$ cat src/design/fss_pkg.sv
`default_nettype none
// ----------------------------------------------------------------------------
// fss_pkg: shared definitions for the first substring match block
// Sizes, register indexes, the cell control group and the pattern byte select.
// ----------------------------------------------------------------------------
package fss_pkg;

    // text and pattern limits
    localparam int MAX_TEXT    = 128;
    localparam int PATTERN_MAX = 16;

    // fixed field widths
    localparam int BYTE_W  = 8;
    localparam int LEN_W   = 5;
    localparam int IDX_W   = 7;
    localparam int SEL_W   = 4;
    localparam int CFG_W   = 64;
    localparam int PAT_W   = 2 * CFG_W;
    localparam int OUT_W   = 16;

    // byte counter holds 0 .. MAX_TEXT
    localparam int POS_W   = $clog2(MAX_TEXT + 1);

    // width for start index arithmetic
    localparam int CALC_W0 = (POS_W > LEN_W) ? POS_W : LEN_W;
    localparam int CALC_W  = (CALC_W0 > IDX_W) ? CALC_W0 : IDX_W;

    // configuration register indexes
    typedef enum logic [1:0] {
        REG_PATTERN_LOWER = 2'd0,
        REG_PATTERN_UPPER = 2'd1,
        REG_PATTERN_LEN   = 2'd2
    } cfg_reg_t;

    // control shared by every cell of the window
    typedef struct packed {
        logic shift;
        logic clear;
    } cell_ctrl_t;

    // byte sel of the 16-byte pattern, byte 0 in the lowest bits
    function automatic logic [BYTE_W-1:0] pattern_byte(
        input logic [PAT_W-1:0] pat,
        input logic [SEL_W-1:0] sel
    );
        logic [BYTE_W-1:0] b;
        b = pat[sel*BYTE_W +: BYTE_W];
        return b;
    endfunction

endpackage
`default_nettype wire

$ cat src/design/fss_cell.sv
`default_nettype none
// ----------------------------------------------------------------------------
// fss_cell: one window position
// Holds one text byte, passes it on to the next cell and checks the incoming
// byte against the pattern byte that lines up with this position.
// ----------------------------------------------------------------------------
module fss_cell (
    input  wire logic                      clk,
    input  wire logic                      rst_n,
    input  wire fss_pkg::cell_ctrl_t       ctrl,
    input  wire logic [7:0]                d_in,
    input  wire logic [7:0]                exp_byte,
    input  wire logic                      use_cell,
    output logic [7:0]                     q,
    output logic                           hit
);
    import fss_pkg::*;

    logic [BYTE_W-1:0] data_reg;

    // window byte, cleared at the end of each text
    always_ff @(posedge clk or negedge rst_n)
    begin
        if (!rst_n)
        begin
            data_reg <= '0;
        end
        else if (ctrl.clear)
        begin
            data_reg <= '0;
        end
        else if (ctrl.shift)
        begin
            data_reg <= d_in;
        end
    end

    assign q = data_reg;

    // compare on the byte that enters this cell now
    assign hit = !use_cell || (d_in == exp_byte);

endmodule
`default_nettype wire

$ cat src/design/fss_cell_chain.sv
`default_nettype none
// ----------------------------------------------------------------------------
// fss_cell_chain: row of window cells
// Newest byte enters cell 0; cell k lines up with pattern byte len-1-k, and
// the hits of all cells combine into one window match.
// ----------------------------------------------------------------------------
module fss_cell_chain (
    input  wire logic                      clk,
    input  wire logic                      rst_n,
    input  wire fss_pkg::cell_ctrl_t       ctrl,
    input  wire logic [7:0]                text_byte,
    input  wire logic [127:0]              pattern,
    input  wire logic [4:0]                len_used,
    output logic                           all_hit
);
    import fss_pkg::*;

    logic [BYTE_W-1:0]      cell_q   [PATTERN_MAX];
    logic [BYTE_W-1:0]      cell_d   [PATTERN_MAX];
    logic [BYTE_W-1:0]      cell_exp [PATTERN_MAX];
    logic [PATTERN_MAX-1:0] cell_use;
    logic [PATTERN_MAX-1:0] cell_hit;

    genvar k;
    generate
        for (k = 0; k < PATTERN_MAX; k++)
        begin : g_cell
            logic [LEN_W-1:0] sel_full;

            // pattern byte for this position
            assign sel_full    = len_used - LEN_W'(1) - LEN_W'(k);
            assign cell_use[k] = LEN_W'(k) < len_used;
            assign cell_exp[k] = pattern_byte(pattern, sel_full[SEL_W-1:0]);

            // data handed on from the neighbor
            if (k == 0)
            begin : g_head
                assign cell_d[k] = text_byte;
            end
            else
            begin : g_body
                assign cell_d[k] = cell_q[k-1];
            end

            fss_cell u_cell (
                .clk      (clk),
                .rst_n    (rst_n),
                .ctrl     (ctrl),
                .d_in     (cell_d[k]),
                .exp_byte (cell_exp[k]),
                .use_cell (cell_use[k]),
                .q        (cell_q[k]),
                .hit      (cell_hit[k])
            );
        end
    endgenerate

    // the last cell's byte drops off the window
    assign all_hit = &cell_hit;

endmodule
`default_nettype wire

$ cat src/design/first_substring_match.sv
`default_nettype none
// ----------------------------------------------------------------------------
// first_substring_match: streaming first substring search
// Compares a window of recent text bytes with a configured pattern and
// reports the first occurrence at the end of each text.
// ----------------------------------------------------------------------------
// Usage
//   cfg_we/cfg_index/cfg_data write the pattern registers: index 0 pattern
//   bytes 0..7, index 1 bytes 8..15, index 2 the pattern length (0..16, larger values capped at 16).
//   Write them only while no text is in flight.
//   s_axis carries the text one byte per word; s_axis_tlast marks the final
//   byte. Only the final byte produces a result word on m_axis.
//   One byte is taken per cycle while the input is not stalled; the row of
//   window cells shifts and compares in the same cycle. The result word shows
//   in the cycle after the final byte is accepted.
//   The result sits in an output register; while it waits for m_axis_tready
//   the input stalls, otherwise a new text may start in the very next cycle.
//   Reset clears the window, the counters and the pattern registers; all
//   text state also clears after each final byte.
//   Bytes past MAX_TEXT are dropped and set the overflow bit of the result.
// ----------------------------------------------------------------------------
module first_substring_match (
    input  wire logic         clk,
    input  wire logic         rst_n,
    // configuration write port
    input  wire logic         cfg_we,
    input  wire logic [1:0]   cfg_index,
    input  wire logic [63:0]  cfg_data,
    // text input
    input  wire logic         s_axis_tvalid,
    output logic              s_axis_tready,
    input  wire logic [7:0]   s_axis_tdata,   // text_byte
    input  wire logic         s_axis_tlast,   // last_byte
    // result output
    output logic              m_axis_tvalid,
    input  wire logic         m_axis_tready,
    output logic [15:0]       m_axis_tdata    // found, first_index[6:0], overflow, zeros
);
    import fss_pkg::*;

    // configuration registers
    logic [CFG_W-1:0]  pat_lower_reg;
    logic [CFG_W-1:0]  pat_upper_reg;
    logic [LEN_W-1:0]  pat_len_reg;

    // text state
    logic [POS_W-1:0]  pos_reg;
    logic              seen_reg;
    logic [IDX_W-1:0]  start_reg;
    logic              exceeded_reg;

    // result register
    logic              out_valid_reg;
    logic [OUT_W-1:0]  out_data_reg;

    logic              accept;
    logic              in_range;
    cell_ctrl_t        cell_ctrl;
    logic [LEN_W-1:0]  len_used;
    logic              all_hit;
    logic [POS_W-1:0]  pos_inc;
    logic [CALC_W-1:0] pos_ext;
    logic [CALC_W-1:0] len_ext;
    logic [CALC_W-1:0] start_calc;
    logic              hit_now;
    logic              seen_next;
    logic [IDX_W-1:0]  start_next;
    logic              exceeded_next;
    logic              found_res;
    logic [IDX_W-1:0]  index_res;

    // configuration writes
    always_ff @(posedge clk or negedge rst_n)
    begin
        if (!rst_n)
        begin
            pat_lower_reg <= '0;
            pat_upper_reg <= '0;
            pat_len_reg   <= '0;
        end
        else if (cfg_we)
        begin
            case (cfg_index)
                REG_PATTERN_LOWER: pat_lower_reg <= cfg_data;
                REG_PATTERN_UPPER: pat_upper_reg <= cfg_data;
                REG_PATTERN_LEN:   pat_len_reg   <= cfg_data[LEN_W-1:0];
                default:           ;
            endcase
        end
    end

    // pattern length capped at the window size
    assign len_used = (pat_len_reg > LEN_W'(PATTERN_MAX)) ? LEN_W'(PATTERN_MAX)
                                                          : pat_len_reg;

    // handshake and cell control
    assign s_axis_tready   = !out_valid_reg || m_axis_tready;
    assign accept          = s_axis_tvalid && s_axis_tready;
    assign in_range        = pos_reg < POS_W'(MAX_TEXT);
    assign cell_ctrl.shift = accept && in_range;
    assign cell_ctrl.clear = accept && s_axis_tlast;

    fss_cell_chain u_chain (
        .clk       (clk),
        .rst_n     (rst_n),
        .ctrl      (cell_ctrl),
        .text_byte (s_axis_tdata),
        .pattern   ({pat_upper_reg, pat_lower_reg}),
        .len_used  (len_used),
        .all_hit   (all_hit)
    );

    // first match tracking
    assign pos_inc    = pos_reg + POS_W'(1);
    assign pos_ext    = CALC_W'(pos_inc);
    assign len_ext    = CALC_W'(len_used);
    assign start_calc = pos_ext - len_ext;
    assign hit_now    = cell_ctrl.shift && (len_used != '0) && (pos_ext >= len_ext)
                        && all_hit && !seen_reg;
    assign seen_next     = seen_reg || hit_now;
    assign start_next    = hit_now ? start_calc[IDX_W-1:0] : start_reg;
    assign exceeded_next = exceeded_reg || (accept && !in_range);

    // result fields
    assign found_res = (len_used == '0) ? 1'b1 : seen_next;
    assign index_res = ((len_used == '0) || !seen_next) ? '0 : start_next;

    // text state update, cleared after the final byte
    always_ff @(posedge clk or negedge rst_n)
    begin
        if (!rst_n)
        begin
            pos_reg      <= '0;
            seen_reg     <= 1'b0;
            start_reg    <= '0;
            exceeded_reg <= 1'b0;
        end
        else if (accept)
        begin
            if (s_axis_tlast)
            begin
                pos_reg      <= '0;
                seen_reg     <= 1'b0;
                start_reg    <= '0;
                exceeded_reg <= 1'b0;
            end
            else
            begin
                if (in_range)
                begin
                    pos_reg <= pos_inc;
                end
                seen_reg     <= seen_next;
                start_reg    <= start_next;
                exceeded_reg <= exceeded_next;
            end
        end
    end

    // output word register
    always_ff @(posedge clk or negedge rst_n)
    begin
        if (!rst_n)
        begin
            out_valid_reg <= 1'b0;
        end
        else if (accept && s_axis_tlast)
        begin
            out_valid_reg <= 1'b1;
        end
        else if (m_axis_tready)
        begin
            out_valid_reg <= 1'b0;
        end
    end

    always_ff @(posedge clk)
    begin
        if (accept && s_axis_tlast)
        begin
            out_data_reg <= {{(OUT_W - IDX_W - 2){1'b0}}, exceeded_next, index_res,
                             found_res};
        end
    end

    assign m_axis_tvalid = out_valid_reg;
    assign m_axis_tdata  = out_data_reg;

`ifndef ASSERT_OFF
    // input is never blocked while no result is pending
    a_ready_when_empty: assert property (@(posedge clk) disable iff (!rst_n)
        !m_axis_tvalid |-> s_axis_tready)
        else $error("input stalled with empty output register");

    // a final byte always yields a result in the next cycle
    a_result_follows_last: assert property (@(posedge clk) disable iff (!rst_n)
        (s_axis_tvalid && s_axis_tready && s_axis_tlast) |=> m_axis_tvalid)
        else $error("no result after final byte");

    // not found reports index zero
    a_index_zero_not_found: assert property (@(posedge clk) disable iff (!rst_n)
        (m_axis_tvalid && !m_axis_tdata[0]) |-> (m_axis_tdata[7:1] == '0))
        else $error("nonzero index without a match");

    // byte counter never passes the text limit
    a_pos_bounded: assert property (@(posedge clk) disable iff (!rst_n)
        pos_reg <= POS_W'(MAX_TEXT))
        else $error("byte counter beyond text limit");
`endif

endmodule
`default_nettype wire
$ cat config.mk
export PLATFORM = sky130hd
export DESIGN_NAME = first_substring_match
export DESIGN_NICKNAME = d
export VERILOG_FILES = /design/src/design/fss_pkg.sv /design/src/design/fss_cell.sv /design/src/design/fss_cell_chain.sv /design/src/design/first_substring_match.sv
export SDC_FILE = /design/constraint.sdc
export NUM_CORES = 1
export LEC_CHECK = 0
export ABC_AREA = 1
export BUFFER_PORTS_ARGS = -buffer_cell sky130_fd_sc_hd__clkbuf_2
export CORE_AREA = 2 2 163 245
export CTS_BUF_LIST = sky130_fd_sc_hd__clkbuf_16
export DETAILED_ROUTE_END_ITERATION = 16
export DIE_AREA = 0 0 165 247
export HOLD_SLACK_MARGIN = 0.06
export MAX_ROUTING_LAYER = met4
export PLACE_DENSITY = 0.71
export SLEW_MARGIN = 20
export SYNTH_ARGS = -nofsm -noshare
export SYNTH_HDL_FRONTEND = slang
export SYNTH_SLANG_ARGS = --single-unit
$ cat constraint.sdc
create_clock -name clk -period 5 [get_ports clk]
set_clock_uncertainty 0.2 [all_clocks]
set_input_delay 0.5 -clock clk [delete_from_list [all_inputs] [get_ports clk]]
set_output_delay 0.5 -clock clk [all_outputs]
set_load 0.005 [all_outputs]
==> Word level (Yosys, flattened, before mapping) <==
Cells that the tools add are included.
{ "word_totals": {"input_bits": 80, "word_cells": 195, "regBits": 280} }
{ "op_classes": {"reduce_logical": 59, "order_cmp": 19, "mux": 39, "shift": 16, "eq_ne": 18, "add_sub_neg": 18} }
{ "op_table": {"columns": ["operator", "n"], "rows": [
  ["$shiftx 128x8->8", 16],
  ["$mux 8", 32],
  ["$eq 8x8->1", 16],
  ["$lt 4x5->1 const A", 8],
  ["$sub 4x4->4 const B", 8],
  ["$logic_not 1->1", 20],
  ["$logic_or 1x1->1", 20],
  ["$lt 3x5->1 const A", 4],
  ["$reduce_and 16->1", 1],
  ["$sub 4x3->4 const B", 4],
  ["$mux 7", 2],
  ["$lt 1x5->1 const A", 2],
  ["$lt 2x5->1 const A", 2],
  ["$add 8x1->8 const B", 1],
  ["$ge 8x5->1", 1],
  ["$logic_and 1x1->1", 8],
  ["$lt 8x8->1 const B", 1],
  ["$reduce_and 2->1", 4],
  ["$sub 4x1->4 const B", 2],
  ["$sub 4x2->4 const B", 2],
  ["$sub 7x5->7", 1],
  ["$reduce_bool 2->1", 3],
  ["$gt 5x5->1 const B", 1],
  ["$logic_not 5->1", 1],
  ["6 further kinds", 9]
]} }

==> Longest topological paths before layout <==
{ "depth": {"ltp_word": 13, "mapped_depth": 32, "mapped_depth_nobuf": 29} }

==> Cells and area by module <==
Synthesis repeated with hierarchy kept, for this count alone.
{ "hier_totals": {"cells_unflattened": 3785, "area_unflattened_um2": 22813.1} }
{ "by_module_without_submodules": {"columns": ["mod", "n_inst", "cells_each", "seq_area_each_um2", "area_each_um2"], "rows": [
  ["fss_cell_chain", 1, 2031, 0.0, 8159.1],
  ["fss_cell", 16, 64, 200.2, 500.5],
  ["first_substring_match", 1, 730, 4048.9, 6646.4]
]} }

==> Worst setup path before layout <==
No wires, ideal clock.
{ "synth_path": {"kind": "register -> register", "from": "reg pat_len_reg[4]", "to": "reg out_data_reg[5] (netlist: m_axis_tdata[5]) (data pin)", "required_time_ps": 4546, "arrival_time_ps": 3279, "synth_period_minus_slack_ps": 3733, "stages_incl_launch_ff": 24, "path_slack_ps": 1267, "path_buffers": 4, "setup_time_ps": 254, "path_cell_list": "dfrtp_1 -> buf_6 -> nor2_1 -> inv_2 -> clkbuf_1 -> ha_1 -> buf_2 -> clkinv_1 -> nand2_4 -> xor2_4 -> buf_4 -> nand2_1 -> nand2_1 -> nand2_1 -> nand2_1 -> nand2_1 -> nor2_1 -> nand2_1 -> nand2_1 -> nand2_1 -> nor3_4 -> nand4_1 -> nand2_1 -> nor2_1"} }
{ "synth_via": {"elab_chain_len": 13, "word_cells_on_any_way": 111} }
{ "synth_rtl": {"columns": ["element", "line_no", "source"], "rows": [
  ["start: declaration", "first_substring_match.sv:44", "logic [LEN_W-1:0] pat_len_reg;"],
  ["start signal: assignment", "first_substring_match.sv:86", "REG_PATTERN_LEN: pat_len_reg <= cfg_data[LEN_W-1:0];"],
  ["$gt 5x5->1", "first_substring_match.sv:93", "assign len_used = (pat_len_reg > LEN_W'(PATTERN_MAX)) ? LEN_W'(PATTERN_MAX)"],
  ["$mux 5 (*)", "first_substring_match.sv:93", null],
  ["$sub 4x1->4", "fss_cell_chain.sv:31", "assign sel_full = len_used - LEN_W'(1) - LEN_W'(k);"],
  ["$sub 4x4->4 (tied with other cells)", "fss_cell_chain.sv:31", null],
  ["$shiftx 128x8->8", "fss_pkg.sv:47", "b = pat[sel*BYTE_W +: BYTE_W];"],
  ["$eq 8x8->1", "fss_cell.sv:41", "assign hit = !use_cell || (d_in == exp_byte);"],
  ["$logic_or 1x1->1", "fss_cell.sv:41", null],
  ["$reduce_and 16->1", "fss_cell_chain.sv:59", "assign all_hit = &cell_hit;"],
  ["$logic_and 1x1->1 (2 in series)", "first_substring_match.sv:119", "&& all_hit && !seen_reg;"],
  ["$logic_or 1x1->1", "first_substring_match.sv:120", "assign seen_next = seen_reg || hit_now;"],
  ["$logic_not 1->1", "first_substring_match.sv:126", "assign index_res = ((len_used == '0) || !seen_next) ? '0 : start_next;"],
  ["$logic_or 1x1->1", "first_substring_match.sv:126", null],
  ["end signal: assignment", "first_substring_match.sv:181", "out_data_reg <= {{(OUT_W - IDX_W - 2){1'b0}}, exceeded_next, index_res,"],
  ["end: declaration", "first_substring_match.sv:54", "logic [OUT_W-1:0] out_data_reg;"]
]} }
Mark *: on every way between the ends. The rest lies on a longest branch, timed or not.
A chain may end at the register's enable or synchronous reset.

==> Final worst setup path <==
{ "layout_path": {"from": "reg pat_len_reg[4]", "to": "reg out_data_reg[2] (netlist: m_axis_tdata[2]) (data pin)"} }
Same word-level chain as after synthesis.

==> qor.txt <==
Synth Cell Area - 20600 um2
Post-route ant nets - 0
Final Hold Fails - 0
Worst-path clk slew - 0.07 ns
First-pass GRT wire length - 137000 um
Adder-Cell Fraction of Synth Area - 0.582%
P_int - 5.60 mW
WL per Instance - 24.0 um
Syn-to-layout area delta - 10.8%
Initial core utilization - 53.1%
Place WS - 0.387 ns
Worst Path Class, Setup - register to register
Most frequent CP cell - nand2_1
Post-synth EDFFs - 9
Syn Area/Cell - 6.14 um2
Final min period - 4.77 ns
Hold slack - 0.0548 ns
Final Cycle Share - 95.5%
Detailed Route Iter0 Violations - 3250
Port bufs - 90
Commonest register cell after synthesis - dfrtp_1
IO Pins - 98
Max-Cap Viols - 0
Hpwl dp - 71900 um
Leak Pwr - 12.3 nW
Commonest non-fill, non-tap cell in the layout - nand2_1
CP Max Fanout - 43
Fmax - 209 MHz
Unique masters post-synth - 47
Die area - 40800 um2
Worst path bufs/invs - 3
Startpoint types - register
Hold WC Path Type - input port to register
Combinational power share - 56.6%
Total clock buffers created by CTS - 28
Worst path slowest cell - dfrtp_1
Die H - 247 um
Final Util - 58.9%
Clock Tree Buf Depth - 3
Largest family of logic cells by synthesized area - simple AND/OR/NAND/NOR gates
Pwr Density - 513 nW/um2
IR drop worst, VDD - 0.331 mV
Synthesized flop and latch total - 280
Final Routed Wirelength - 94300 um
Die width - 165 um
GP Congestion - 1.14
Endpoint class of the critical path - register
Via-to-Cell Ratio - 6.08
Mux cell area share after synthesis - 0%
Row count - 89
Slowest stage delay, CP - 0.50 ns
H-Tree Depth - 1
DRC - 0
Clk root buf - clkbuf_16
Fraction of layout cells with a size suffix above 1 - 6.76%
Critical path arrival - 5.02 ns
Fill cells - 3806
Setup-violating endpoint count in the final report - 0
Top delay family on crit path - simple AND/OR/NAND/NOR gates
Area taken by multi-input logic gates - 11500 um2
Register area share after synthesis - 34.2%
Simple-gate share of the synthesized area - 43.1%
Post-synth ARST share - 96.8%
Compound-Gate Fraction of Synth Area - 10.7%
Vias - 23900
Most frequent cells in the layout - 1512 x nand2_1, 490 x nand3_1, 340 x inv_1
Clock Sinks - 280
Pre-antenna DRT Iters - 8
Initial antenna violation count - 1
Number of flip-flops under the largest register name - 120
Design Power - 11.7 mW
Total track usage - 47.6%
Worst Path Required - 5.24 ns
Hold path depth - 3
RSZ-0062 raised after global routing - false
Status - completed
Sw Share - 52.3%
Total area of sequential cells - 7050 um2
Synth warnings - 0
Flop pwr share - 23.4%
Final WS setup - 0.226 ns
Final setup TNS - 0 ns
Slew Viols, Final - 0
Worst rel slew slack - 30.0%
Worst Tran Pin Value - 1.05 ns
Core box area - 38900 um2
Number of global-route vias before repair - 21900
Layout net count - 3500
Psw - 6.14 mW
Post-Synth XOR/XNOR Area - 0.818%
Mapped Cells - 3365
Gr ovfl total - 0
Clock share of power - 20.0%
Clock latency on the worst-skew pair - 0.60 ns
CTS tree - yes
Largest net degree at the start of global routing - 143
Setup Fix Bufs, Post-CTS - 0
CP Depth - 25
R2R depth - 25
[through the flow]
step | instances | cell area, um2
after floorplan | 3371 | 20700
after detailed placement | 3826 | 21300
after global placement | 3826 | 21300
final | 3934 | 22900
after CTS | 3933 | 22900
after global routing | 3934 | 22900
[final timing paths]
| path | end | slack [ns] | from |
|---|---|---|---|
| min in group asynchronous | u_chain.g_cell[0].u_cell.q[2] | 0.41 | rst_n |
| worst min register to register | start_reg[1] | 0.28 | start_reg[1] |
| worst max-delay path | m_axis_tdata[2] | 0.23 | pat_len_reg[4] |
| worst min-delay path | pat_lower_reg[52] | 0.05 | cfg_data[52] |
| worst max register to register | m_axis_tdata[2] | 0.23 | pat_len_reg[4] |
| max in group asynchronous | pat_lower_reg[0] | 3.13 | rst_n |
[power by group through the flow]
stage / clock network [mW] / logic [mW] / registers (mW)
finish: 2.35 / 6.64 / 2.75
global placement: 0 / 6.19 / 2.77
global route: 2.44 / 7.11 / 2.76
CTS: 2.35 / 6.31 / 2.74
detailed placement: 0 / 6.25 / 2.77
floorplan: 0 / 4.19 / 2.67
[cell type report]
cell class	instances	share of cell area (%)
Multi-Input combinational cell	2571	50.2
Sequential cell	280	30.8
Timing Repair Buffer	184	6.19
Inverter	346	5.69
Clock buffer	29	3.17
Tap cell	500	2.73
Clock inverter	23	1.16
Antenna cell	1	0.0109
[synth_stat cells (2+ instances only)]
library cell / instances / share of area, %
nor2_4: 5 / 0.27
buf_2: 52 / 1.3
clkbuf_1: 75 / 1.4
a21oi_1: 25 / 0.61
inv_2: 6 / 0.11
nor2_2: 2 / 0.061
o21ai_1: 6 / 0.15
nand3_1: 490 / 12
nor2_1: 67 / 1.2
nand2_2: 20 / 0.61
edfxtp_1: 9 / 1.3
clkinv_1: 5 / 0.091
o211ai_1: 17 / 0.62
buf_4: 21 / 0.76
o21ai_0: 239 / 5.8
buf_1: 15 / 0.27
a31oi_1: 5 / 0.15
nand3_2: 4 / 0.19
inv_1: 334 / 6.1
nand4_1: 21 / 0.64
nand2_4: 7 / 0.38
xor2_1: 12 / 0.51
nand2_1: 1515 / 28
o22ai_1: 103 / 3.1
a21oi_2: 2 / 0.085
buf_6: 10 / 0.55
ha_1: 8 / 0.48
dfrtp_1: 271 / 33
[what timing repair did]
action	CTS	global route
hold buffers	55	0
endpoints found under the setup margin	0	16
hold endpoints to repair	224	0
resized for setup	0	4
[per-layer routing]
layer	up-vias	global-route usage, %	wire length, um
met1	11100	55.7	33700
met2	1597	69.9	40300
met3	438	8.62	9360
met5	-	-	0
met4	0	41.2	10900
li1	10800	-	-
[worst register-to-register path, cell delays in order, from the launching register on]
cell	delay [ns]
dfrtp_1	0.50
inv_4	0.20
nand2_8	0.19
ha_2	0.31
inv_1	0.10
nand2_2	0.10
nand2_4	0.22
buf_4	0.31
nand2_1	0.11
nand2_2	0.33
nand3_1	0.17
nand2_1	0.09
nand2_1	0.05
nand2_1	0.20
nand2_1	0.11
nor2_2	0.32
nand2_1	0.17
nand2_1	0.12
nand2_1	0.06
nor2_1	0.12
nand2_1	0.10
nor2_4	0.15
nand3_2	0.13
nand2_1	0.12
nand2_1	0.05
nor2_1	0.09
[cells by family (layout without fill, tap and decap cells)]
kind of cell | after synthesis | after routing
fa+ha+maj | 9 | 9
simple gates | 2138 | 2138
flops | 280 | 280
other cells | 1 | 8
compound gates | 402 | 402
xor+xnor | 15 | 15
buf+inv | 520 | 582
No activity file was read; power rests on OpenSTA's default activity.
